[src/rtl/core/tec_pkg.sv]
`timescale 1ns / 1ps
`default_nettype none

package tec_pkg;

  // Text class bits (OR-able)
  localparam logic [2:0] CLS_NONE = 3'd0;
  localparam logic [2:0] CLS_T    = 3'd1;
  localparam logic [2:0] CLS_I    = 3'd2;
  localparam logic [2:0] CLS_X    = 3'd4;

  // Result type codes
  localparam logic [2:0] DT_ASCII   = 3'd0;
  localparam logic [2:0] DT_ISO8859 = 3'd1;
  localparam logic [2:0] DT_EXT     = 3'd2;
  localparam logic [2:0] DT_UTF     = 3'd3;
  localparam logic [2:0] DT_BINARY  = 3'd4;

  // Queue between front and back
  localparam int QUEUE_DEPTH = 2;
  localparam int QPTR_W      = $clog2(QUEUE_DEPTH);

  // One classified item as it sits in the queue
  typedef struct packed {
    logic [7:0] data_byte;
    logic [2:0] cls;
    logic       last_byte;
  } tec_entry_t;

  // Handshake from the queue head to the back end
  typedef struct packed {
    logic       valid;
    tec_entry_t entry;
  } tec_head_t;

  // Per-byte text class
  function automatic logic [2:0] text_class(input logic [7:0] b);
    logic [2:0] c;
    if (b >= 8'hA0) begin
      c = CLS_I;
    end else if (b >= 8'h80) begin
      c = (b == 8'h85) ? CLS_T : CLS_X;
    end else if (b >= 8'h20) begin
      c = (b == 8'h7F) ? CLS_NONE : CLS_T;
    end else if (b == 8'h07 || b == 8'h08 || b == 8'h09 || b == 8'h0A ||
                 b == 8'h0C || b == 8'h0D || b == 8'h1B) begin
      c = CLS_T;
    end else begin
      c = CLS_NONE;
    end
    return c;
  endfunction

  // Largest overlong value for a given UTF-8 sequence length
  function automatic logic [30:0] overlong_bound(input logic [2:0] len);
    logic [30:0] v;
    case (len)
      3'd2:    v = 31'h0000007F;
      3'd3:    v = 31'h000007FF;
      3'd4:    v = 31'h0000FFFF;
      3'd5:    v = 31'h001FFFFF;
      3'd6:    v = 31'h03FFFFFF;
      default: v = 31'h00000000;
    endcase
    return v;
  endfunction

endpackage

`default_nettype wire

[src/rtl/core/tec_front.sv]
`timescale 1ns / 1ps
`default_nettype none

module tec_front (
  input  wire logic               in_valid,
  input  wire logic [7:0]         in_data_byte,
  input  wire logic               in_last_byte,
  input  wire logic               q_full,
  output logic                    in_stall,
  output logic                    push,
  output tec_pkg::tec_entry_t     push_entry
);
  import tec_pkg::*;

  // Accept whenever the queue has room
  assign in_stall = q_full;
  assign push     = in_valid && !q_full;

  // Classify the byte on the way in
  always_comb begin
    push_entry.data_byte = in_data_byte;
    push_entry.cls       = text_class(in_data_byte);
    push_entry.last_byte = in_last_byte;
  end

endmodule

`default_nettype wire

[src/rtl/core/tec_queue.sv]
`timescale 1ns / 1ps
`default_nettype none

module tec_queue (
  input  wire logic                 clk,
  input  wire logic                 rst_n,
  input  wire logic                 push,
  input  wire tec_pkg::tec_entry_t  push_entry,
  input  wire logic                 pop_ready,
  output logic                      q_full,
  output tec_pkg::tec_head_t        head
);
  import tec_pkg::*;

  tec_entry_t          mem_r [QUEUE_DEPTH];
  logic [QPTR_W-1:0]   wr_ptr_r, rd_ptr_r;
  logic [QPTR_W:0]     count_r;
  logic                pop;

  assign q_full     = (count_r == (QPTR_W+1)'(QUEUE_DEPTH));
  assign head.valid = (count_r != '0);
  assign head.entry = mem_r[rd_ptr_r];
  assign pop        = head.valid && pop_ready;

  // Storage
  always_ff @(posedge clk) begin
    if (push) begin
      mem_r[wr_ptr_r] <= push_entry;
    end
  end

  // Pointers and fill count
  always_ff @(posedge clk) begin
    if (!rst_n) begin
      wr_ptr_r <= '0;
      rd_ptr_r <= '0;
      count_r  <= '0;
    end else begin
      if (push) wr_ptr_r <= wr_ptr_r + 1'b1;
      if (pop)  rd_ptr_r <= rd_ptr_r + 1'b1;
      case ({push, pop})
        2'b10:   count_r <= count_r + 1'b1;
        2'b01:   count_r <= count_r - 1'b1;
        default: count_r <= count_r;
      endcase
    end
  end

endmodule

`default_nettype wire

[src/rtl/core/tec_back.sv]
`timescale 1ns / 1ps
`default_nettype none

module tec_back (
  input  wire logic                clk,
  input  wire logic                rst_n,
  input  wire tec_pkg::tec_head_t  head,
  input  wire logic                out_stall,
  output logic                     pop_ready,
  output logic                     out_valid,
  output logic [2:0]               out_data_type
);
  import tec_pkg::*;

  localparam logic [1:0] BOM_NONE = 2'd0;
  localparam logic [1:0] BOM_LE   = 2'd1;
  localparam logic [1:0] BOM_BE   = 2'd2;

  // Classifier state
  logic [2:0]  class_r,    class_nxt;
  logic        nontext_r,  nontext_nxt;
  logic [2:0]  left_r,     left_nxt;
  logic [2:0]  seqlen_r,   seqlen_nxt;
  logic [30:0] acc_r,      acc_nxt;
  logic        u8fail_r,   u8fail_nxt;
  logic        atstart_r,  atstart_nxt;
  logic [1:0]  pos_r,      pos_nxt;
  logic [1:0]  bom_r,      bom_nxt;
  logic        u16fail_r,  u16fail_nxt;
  logic [7:0]  held_r,     held_nxt;
  logic        phase_r,    phase_nxt;

  logic        out_valid_r;
  logic [2:0]  out_type_r;
  logic [2:0]  code;
  logic        pop;
  logic [7:0]  b;
  logic [7:0]  hi, lo;

  assign out_valid     = out_valid_r;
  assign out_data_type = out_type_r;

  // A last byte waits until the output register is free
  assign pop_ready = !(head.entry.last_byte && out_valid_r && out_stall);
  assign pop       = head.valid && pop_ready;
  assign b         = head.entry.data_byte;

  always_comb begin
    class_nxt   = class_r | head.entry.cls;
    nontext_nxt = nontext_r | (head.entry.cls == CLS_NONE);
    left_nxt    = left_r;
    seqlen_nxt  = seqlen_r;
    acc_nxt     = acc_r;
    u8fail_nxt  = u8fail_r;
    atstart_nxt = atstart_r;
    bom_nxt     = bom_r;
    u16fail_nxt = u16fail_r;
    held_nxt    = held_r;
    phase_nxt   = phase_r;
    pos_nxt     = (pos_r < 2'd2) ? pos_r + 2'd1 : pos_r;
    hi          = (bom_r == BOM_BE) ? held_r : b;
    lo          = (bom_r == BOM_BE) ? b : held_r;
    code        = DT_BINARY;

    // UTF-8 decoder
    if (!u8fail_r) begin
      if (left_r == 3'd0) begin
        if (head.entry.cls != CLS_T) begin
          atstart_nxt = (pos_r == 2'd0);
          if (b[7:5] == 3'b110) begin
            acc_nxt = {26'd0, b[4:0]}; seqlen_nxt = 3'd2; left_nxt = 3'd1;
          end else if (b[7:4] == 4'b1110) begin
            acc_nxt = {27'd0, b[3:0]}; seqlen_nxt = 3'd3; left_nxt = 3'd2;
          end else if (b[7:3] == 5'b11110) begin
            acc_nxt = {28'd0, b[2:0]}; seqlen_nxt = 3'd4; left_nxt = 3'd3;
          end else if (b[7:2] == 6'b111110) begin
            acc_nxt = {29'd0, b[1:0]}; seqlen_nxt = 3'd5; left_nxt = 3'd4;
          end else if (b[7:1] == 7'b1111110) begin
            acc_nxt = {30'd0, b[0]};   seqlen_nxt = 3'd6; left_nxt = 3'd5;
          end else begin
            u8fail_nxt  = 1'b1;
            atstart_nxt = atstart_r;
          end
        end
      end else if (b[7:6] != 2'b10) begin
        u8fail_nxt = 1'b1;
      end else begin
        acc_nxt  = {acc_r[24:0], b[5:0]};
        left_nxt = left_r - 3'd1;
        // Complete sequence: overlong, surrogate and noncharacter checks
        if (left_nxt == 3'd0 &&
            (acc_nxt <= overlong_bound(seqlen_r) ||
             (acc_nxt >= 31'hD800 && acc_nxt <= 31'hDFFF) ||
             acc_nxt == 31'hFFFE || acc_nxt == 31'hFFFF)) begin
          u8fail_nxt = 1'b1;
        end
      end
    end

    // UTF-16 mark and unit check
    case (pos_r)
      2'd0: held_nxt = b;
      2'd1: begin
        if (held_r == 8'hFF && b == 8'hFE)      bom_nxt = BOM_LE;
        else if (held_r == 8'hFE && b == 8'hFF) bom_nxt = BOM_BE;
        else                                     u16fail_nxt = 1'b1;
      end
      default: begin
        if (!phase_r) begin
          held_nxt  = b;
          phase_nxt = 1'b1;
        end else begin
          phase_nxt = 1'b0;
          if (hi == 8'h00 && !lo[7] && text_class(lo) != CLS_T) begin
            u16fail_nxt = 1'b1;
          end
        end
      end
    endcase

    // Ranking of the three checks
    if (!nontext_nxt) begin
      code = (class_nxt <= 3'd1) ? DT_ASCII :
             (class_nxt <= 3'd3) ? DT_ISO8859 : DT_EXT;
    end else if (!u8fail_nxt && (left_nxt == 3'd0 || !atstart_nxt)) begin
      code = DT_UTF;
    end else if (pos_nxt >= 2'd2 && bom_nxt != BOM_NONE && !u16fail_nxt) begin
      code = DT_UTF;
    end else begin
      code = DT_BINARY;
    end

    // Clear everything after the buffer's result
    if (head.entry.last_byte) begin
      class_nxt   = '0;
      nontext_nxt = 1'b0;
      left_nxt    = '0;
      seqlen_nxt  = '0;
      acc_nxt     = '0;
      u8fail_nxt  = 1'b0;
      atstart_nxt = 1'b0;
      pos_nxt     = '0;
      bom_nxt     = BOM_NONE;
      u16fail_nxt = 1'b0;
      held_nxt    = '0;
      phase_nxt   = 1'b0;
    end
  end

  // State registers
  always_ff @(posedge clk) begin
    if (!rst_n) begin
      class_r   <= '0;
      nontext_r <= 1'b0;
      left_r    <= '0;
      seqlen_r  <= '0;
      acc_r     <= '0;
      u8fail_r  <= 1'b0;
      atstart_r <= 1'b0;
      pos_r     <= '0;
      bom_r     <= BOM_NONE;
      u16fail_r <= 1'b0;
      held_r    <= '0;
      phase_r   <= 1'b0;
    end else if (pop) begin
      class_r   <= class_nxt;
      nontext_r <= nontext_nxt;
      left_r    <= left_nxt;
      seqlen_r  <= seqlen_nxt;
      acc_r     <= acc_nxt;
      u8fail_r  <= u8fail_nxt;
      atstart_r <= atstart_nxt;
      pos_r     <= pos_nxt;
      bom_r     <= bom_nxt;
      u16fail_r <= u16fail_nxt;
      held_r    <= held_nxt;
      phase_r   <= phase_nxt;
    end
  end

  // Output register
  always_ff @(posedge clk) begin
    if (!rst_n) begin
      out_valid_r <= 1'b0;
    end else if (pop && head.entry.last_byte) begin
      out_valid_r <= 1'b1;
    end else if (!out_stall) begin
      out_valid_r <= 1'b0;
    end
  end

  always_ff @(posedge clk) begin
    if (pop && head.entry.last_byte) begin
      out_type_r <= code;
    end
  end

endmodule

`default_nettype wire

[src/rtl/core/text_encoding_classifier_core.sv]
// Text encoding classifier.
// Input channel: one byte per item (in_data_byte) with in_last_byte marking
// the final byte of a buffer; in_valid / in_stall handshake.
// Result channel: one item per buffer, out_data_type (0 ascii, 1 iso8859,
// 2 extended ascii, 3 unicode utf, 4 binary); out_valid / out_stall.
// Throughput: one byte per cycle while no held result blocks a last byte. The
// front end tags each byte with its text class and pushes it into a two-entry
// queue; the back end pops one entry per cycle unless a last byte waits for
// the output register, and updates the UTF-8 and UTF-16 checkers.
// Each accepted byte is registered in the queue before the back end pops it,
// and out_valid is registered at the pop of the buffer's last byte.
// When out_stall holds a result, bytes of the next buffer keep flowing until
// the back end reaches that buffer's last byte; then the queue fills and
// in_stall rises.
// Reset (rst_n low, synchronous) empties the queue, drops any pending result
// and clears all classifier state; every result also clears that state.
`timescale 1ns / 1ps
`default_nettype none

module text_encoding_classifier_core (
  input  wire logic       clk,
  input  wire logic       rst_n,
  input  wire logic       in_valid,
  output logic            in_stall,
  input  wire logic [7:0] in_data_byte,
  input  wire logic       in_last_byte,
  output logic            out_valid,
  input  wire logic       out_stall,
  output logic [2:0]      out_data_type
);
  import tec_pkg::*;

  logic        q_full;
  logic        push;
  logic        pop_ready;
  tec_entry_t  push_entry;
  tec_head_t   head;

  tec_front u_front (
    .in_valid     (in_valid),
    .in_data_byte (in_data_byte),
    .in_last_byte (in_last_byte),
    .q_full       (q_full),
    .in_stall     (in_stall),
    .push         (push),
    .push_entry   (push_entry)
  );

  tec_queue u_queue (
    .clk        (clk),
    .rst_n      (rst_n),
    .push       (push),
    .push_entry (push_entry),
    .pop_ready  (pop_ready),
    .q_full     (q_full),
    .head       (head)
  );

  tec_back u_back (
    .clk           (clk),
    .rst_n         (rst_n),
    .head          (head),
    .out_stall     (out_stall),
    .pop_ready     (pop_ready),
    .out_valid     (out_valid),
    .out_data_type (out_data_type)
  );

endmodule

`default_nettype wire
[config.mk]
export PLATFORM = sky130hd
export DESIGN_NAME = text_encoding_classifier_core
export DESIGN_NICKNAME = d
export VERILOG_FILES = /design/src/rtl/core/tec_pkg.sv /design/src/rtl/core/tec_front.sv /design/src/rtl/core/tec_queue.sv /design/src/rtl/core/tec_back.sv /design/src/rtl/core/text_encoding_classifier_core.sv
export SDC_FILE = /design/constraint.sdc
export NUM_CORES = 1
export LEC_CHECK = 0
export BUFFER_PORTS_ARGS = -buffer_cell sky130_fd_sc_hd__clkbuf_2
export CELL_PAD_IN_SITES_DETAIL_PLACEMENT = 1
export CELL_PAD_IN_SITES_GLOBAL_PLACEMENT = 1
export CORE_MARGIN = 2
export CORE_UTILIZATION = 25
export CTS_CLUSTER_DIAMETER = 80
export DETAILED_ROUTE_END_ITERATION = 6
export GPL_TIMING_DRIVEN = 0
export PLACE_DENSITY = 0.6
export SLEW_MARGIN = 20
export SYNTH_ARGS = -nofsm -noshare
export SYNTH_HDL_FRONTEND = slang
export SYNTH_SLANG_ARGS = --single-unit
[constraint.sdc]
create_clock -name clk -period 2.7 [get_ports clk]
set_input_delay 0.27 -clock clk [delete_from_list [all_inputs] [get_ports clk]]
set_output_delay 0.27 -clock clk [all_outputs]
set_load 0.01 [all_outputs]
Word level (Yosys, flattened, before mapping)
Memory sizes are Yosys's and may differ from the RTL's. A register that Yosys moved wholly into a read port is not among the register bits.
Cells that the tools add are included.
{"block": "word_totals", "latchBits": 0, "romBits": 0, "memories": 1, "word_cells": 243, "register_bits": 59, "inputBits": 13, "ramBits": 24}
{"block": "op_classes", "n_mux": 101, "n_bitwise": 2, "reduce_logical": 53, "n_eq_ne": 50, "n_div": 0, "add_sub_neg": 6, "multipliers": 0, "n_lt_le_gt_ge": 13, "n_shift": 0}
{"name": "u_queue.mem_r", "words": 2, "width": 12, "read_ports": 1, "rd_clocked_by_memory_dff": 1, "write_ports": 1, "line": "tec_queue.sv:15", "source": "tec_entry_t mem_r [QUEUE_DEPTH];"}
{"op": "2-to-1 mux 25 bit", "n": 10}
{"op": "one-hot mux 26 bit (5 select lines)", "n": 1}
{"op": "2-to-1 mux 3 bit", "n": 34}
{"op": "2-to-1 mux 31 bit", "n": 3}
{"op": "== test 8 x 4 -> 1 bit, second input constant", "n": 10}
{"op": "== test 31 x 16 -> 1 bit, second input constant", "n": 2}
{"op": "== test 8 bit, second input constant", "n": 6}
{"op": "2-to-1 mux 1 bit", "n": 39}
{"op": ">= comparator 8 bit, second input constant", "n": 4}
{"op": "2-to-1 mux 8 bit", "n": 4}
{"op": ">= comparator 31 x 16 -> 1 bit, second input constant", "n": 1}
{"op": "<= comparator 31 x 16 -> 1 bit, second input constant", "n": 1}
{"op": "<= comparator 31 bit", "n": 1}
{"op": "== test 8 x 3 -> 1 bit, second input constant", "n": 2}
{"op": "== test 8 x 5 -> 1 bit, second input constant", "n": 2}
{"op": "== test 8 x 7 -> 1 bit, second input constant", "n": 2}
{"op": ">= comparator 8 x 6 -> 1 bit, second input constant", "n": 2}
{"op": "logical OR 1 bit", "n": 16}
{"op": "one-hot mux 8 bit (2 select lines)", "n": 1}
{"op": "logical AND 1 bit", "n": 14}
{"op": "2-to-1 mux 2 bit", "n": 7}
{"op": "== test 3 bit, second input constant", "n": 4}
{"op": "logical NOT 3 bit", "n": 4}
{"op": "AND reduction 5 bit", "n": 2}
{"op": "32 further kinds", "n": 53}

Logic depth before layout (Yosys ltp)
{"block": "logic_depth", "ltp_word": 25, "depth_mapped": 13, "mapped_depth_nobuf": 11}

By module
From an unflattened synthesis, not the netlist that was laid out.
{"block": "hier_totals", "hier_cells": 561, "area_unflattened_um2": 4974.8}
{"mod": "tec_back", "seq_area_each_um2": 1111.1, "instances": 1, "cells_per_inst": 475, "area_per_inst_um2": 3687.3}
{"mod": "tec_queue", "seq_area_each_um2": 820.8, "instances": 1, "cells_per_inst": 60, "area_per_inst_um2": 1087.3}
{"mod": "tec_front", "seq_area_each_um2": 0.0, "instances": 1, "cells_per_inst": 26, "area_per_inst_um2": 200.2}

Least setup slack after synthesis
OpenSTA, ideal clock, no wires.
{"block": "synth_timing", "path_kind": "flip-flop to flip-flop", "startpoint": "reg with a tool-made name", "endpoint": "reg u_back.out_type_r[0] (netlist: u_back.out_data_type[0]) (data pin)", "synth_period_minus_slack_ns": 2.839, "path_slack_ns": -0.139, "path_stages_with_launch": 13, "t_arrival_ns": 2.564, "setup_ns": 0.275, "cell_sequence": "dfxtp_1 > buf_6 > buf_6 > buf_2 > mux2i_1 > inv_1 > ha_1 > and3_1 > a221oi_1 > a211o_1 > a211oi_1 > o32ai_1 > a22oi_1"}
{"item": "end signal: assignment", "line": "tec_back.sv:194", "source": "out_type_r <= code;"}
{"item": "end: declaration", "line": "tec_back.sv:34", "source": "logic [2:0] out_type_r;"}

==> metrics.md <==
| Metric | Value |
|---|---|
| FMAX | `0.348 GHz` |
| Post-synth top area share | `22.2%` |
| Vias in the first global route | `4722` |
| Clock root buffer | `clkbuf_16` |
| # hold bufs at CTS | `0` |
| Pwr Density | `864 nW/um^2` |
| Gpl congestion | `0.859` |
| Worst VDD drop | `0.000462 V` |
| Startpoint types | `flip-flop` |
| Lkg Pwr | `2.17 nW` |
| Drt wl/cell | `17.4 um` |
| Total gr overflow | `0` |
| Gate Count Post-Synth | `551` |
| Fin crit period | `2870 ps` |
| Total power | `5.28 mW` |
| Worst min path class | `primary input to flip-flop` |
| Drt first pass iters | `4` |
| Largest net degree at the start of global routing | `16` |
| Top post-synthesis cells by area | `dfxtp_1 22%, edfxtp_1 16%, ha_1 8.2%, a21boi_0 4.2%, nand2_1 3.9%` |
| ANT nets after route | `0` |
| Max Cap Viol | `0` |
| Post-Syn Area per Cell | `9.18 um^2` |
| Post-Synthesis Cell Area | `5060 um^2` |
| Fill cells | `2382` |
| WP data arrival | `2950 ps` |
| Placed cell area | `5500 um^2` |
| Clk_skew | `5.33 ps` |
| IO buf count | `17` |
| Slew @ Worst Pin | `907 ps` |
| Ys Warns | `0` |
| PnR worst setup slack | `-172 ps` |
| Main synth FF type | `dfxtp_1` |
| DP Cell Count | `838` |
| DPL Wire Length | `11500 um` |
| Nets | `638` |
| Worst Setup Path Type | `flip-flop to flip-flop` |
| Die footprint | `21400 um^2` |
| Required time of the critical path | `2780 ps` |
| GRT Overall Usage | `14.8%` |
| Flops & latches, synth | `83` |
| Setup violations, final | `3` |
| Crit path max fanout | `6` |
| DRC | `0` |
| Post-synthesis sequential area ratio | `38.2%` |
| Post-synth ARST share | `0%` |
| CTS tree | `yes` |
| Die W | `146 um` |
| Crit end category | `flip-flop` |
| Antenna Cells | `0` |
| Fin crit share | `106%` |
| Hold Fails Final Rpt | `0` |
| Starting Density | `25.2%` |
| Violated checks | `setup timing` |
| Std-Cell Rows | `52` |
| Die Y | `146 um` |
| Num ports | `18` |
| Clock Latency Late Sink | `350 ps` |
| First-pass GRT wire length | `25300 um` |
| Setup tns final | `-481 ps` |
| Final Util | `30.5%` |
| RSZ-0062 raised after global routing | `true` |
| Initial DRC Count | `248` |
| Final slew viol count | `0` |
| Clk sinks | `83` |
| Largest area contributor in the netlist | `dfxtp_1` |
| Htree depth | `3` |
| Core Region | `20000 um^2` |
| Antenna violations before repair | `0` |
| Ratio of cells with drive above 1 in the final layout | `18.3%` |
| Status | `complete, but fails checks` |
| Pre-CTS WS | `-972 ps` |
| Total CTS buffers | `9` |
| Final hold slack | `114 ps` |
| P&R area growth vs syn | `20.8%` |
| Post-route insts no fill | `867` |
| Clock transition at path regs | `70 ps` |
| Design area | `6110 um^2` |
| Post-Route WL | `15000 um` |
| DR vias | `4454` |
| EDFF count, synth | `27` |
| Count of different cell masters after synthesis | `72` |
| Syn Nets | `597` |
| Via/cell ratio | `5.14` |
| CTS max path bufs | `2` |
| Relative slew slack | `39.0%` |
where the power goes:
part | internal, mW | total [mW] | switching [mW]
Clock | 0.629 | 1.17 | 0.543
Combinational | 0.993 | 2.47 | 1.48
Sequential | 1.48 | 1.64 | 0.156
final timing paths:
check	slack, ps	start	cells after the start	endpoint
hold reg to reg	470	u_back.class_r[1]	2	u_back.class_r[1]
hold / removal	110	in_last_byte	1	u_queue.mem_r[0][0]
setup reg to reg	-170	flip-flop	13	u_back.out_data_type[1]
setup / recovery	-170	flip-flop	13	u_back.out_data_type[1]
layout by cell type, fill, tap and decap left out, types with 17 or more instances in the layout:
| cell type | count |
|---|---|
| clkbuf_2 | 17 |
| ha_1 | 31 |
| nand2_1 | 52 |
| edfxtp_1 | 27 |
| nand3_1 | 35 |
| dfxtp_1 | 53 |
| nor2b_1 | 22 |
| a21oi_1 | 21 |
| nor2_1 | 30 |
| a21boi_0 | 28 |
cell usage after synthesis (4+ instances only):
| cell | number |
|---|---|
| nand3_1 | 36 |
| a22oi_1 | 12 |
| mux2_2 | 7 |
| and3_1 | 5 |
| nand2_1 | 53 |
| dfxtp_1 | 56 |
| edfxtp_1 | 27 |
| a211o_1 | 4 |
| o21a_1 | 6 |
| buf_2 | 7 |
| nand2b_1 | 9 |
| nor3_1 | 16 |
| a21boi_0 | 28 |
| nand4_1 | 15 |
| nor2_1 | 31 |
| inv_1 | 14 |
| clkbuf_1 | 9 |
| a21o_1 | 7 |
| a21boi_1 | 5 |
| a211oi_1 | 5 |
| and2_1 | 12 |
| mux2i_1 | 12 |
| nor4_1 | 7 |
| or3_1 | 4 |
| a21oi_1 | 21 |
| o21ai_0 | 15 |
| ha_1 | 33 |
| xnor2_1 | 6 |
| nor2b_1 | 22 |
routing by layer:
layer / routed length (um) / track usage [%] / vias up / part of all wire [%]
li1: - / - / 2148 / -
met1: 6970 / 18.9 / 2234 / 46
met2: 7350 / 25.0 / 52 / 49
met3: 397 / 3.22 / 20 / 2.6
met4: 328 / 4.47 / 0 / 2.2
met5: 0 / 0 / - / 0
critical path, cell delays in order (launching register included):
cell and delay (ps):
dfxtp_4 350, buf_8 130, buf_6 110, buf_6 100, mux2_4 320, ha_4 270, nand4_1 150, nor4_4 220
nand4_1 120, o211ai_1 150, buf_4 180, a211oi_4 40, o32ai_4 310, a22oi_1 140
cell type report:
type	instances	area (um^2)	area share (%)
Buffer	21	135	2.21
Sequential cell	83	1940	31.7
Tap cell	270	338	5.53
Inverter	15	58.8	0.962
Clock buffer	9	225	3.68
Multi-Input combinational cell	430	3160	51.7
Clock inverter	7	53.8	0.880
Timing Repair Buffer	32	205	3.36
cells by family after synthesis:
logic type	share of synthesized area, %
XOR/XNOR	1.39
multiplexers	4.20
AO/OA/AOI/OAI	19.7
buffers and inverters	3.59
AND/OR/NAND/NOR	24.8
adder cells (fa/ha/maj)	8.16
flip-flops	38.2
registers in the layout, indices dropped and copies added (netlist names), named ones only:
signal,flops
u_back.phase_r,1
u_back.class_r,2
u_queue.count_r,2
u_queue.mem_r,24
u_back.held_r,8
u_back.u8fail_r,1
u_back.u16fail_r,1
u_back.nontext_r,1
u_back.acc_r,25
u_back.left_r,3
u_back.pos_r,2
u_queue.wr_ptr_r,1
u_back.atstart_r,1
u_back.seqlen_r,3
u_back.out_data_type,3
u_back.out_valid,1
u_queue.rd_ptr_r,1
u_back.bom_r,2
timing repair:
item                                    CTS  global route
buffers inserted                         11             4
pin swaps                                14             8
endpoints found under the setup margin   25            26
gates resized for setup                  36             9
gates cloned                              0             0
(Power assumes the default switching activity.)
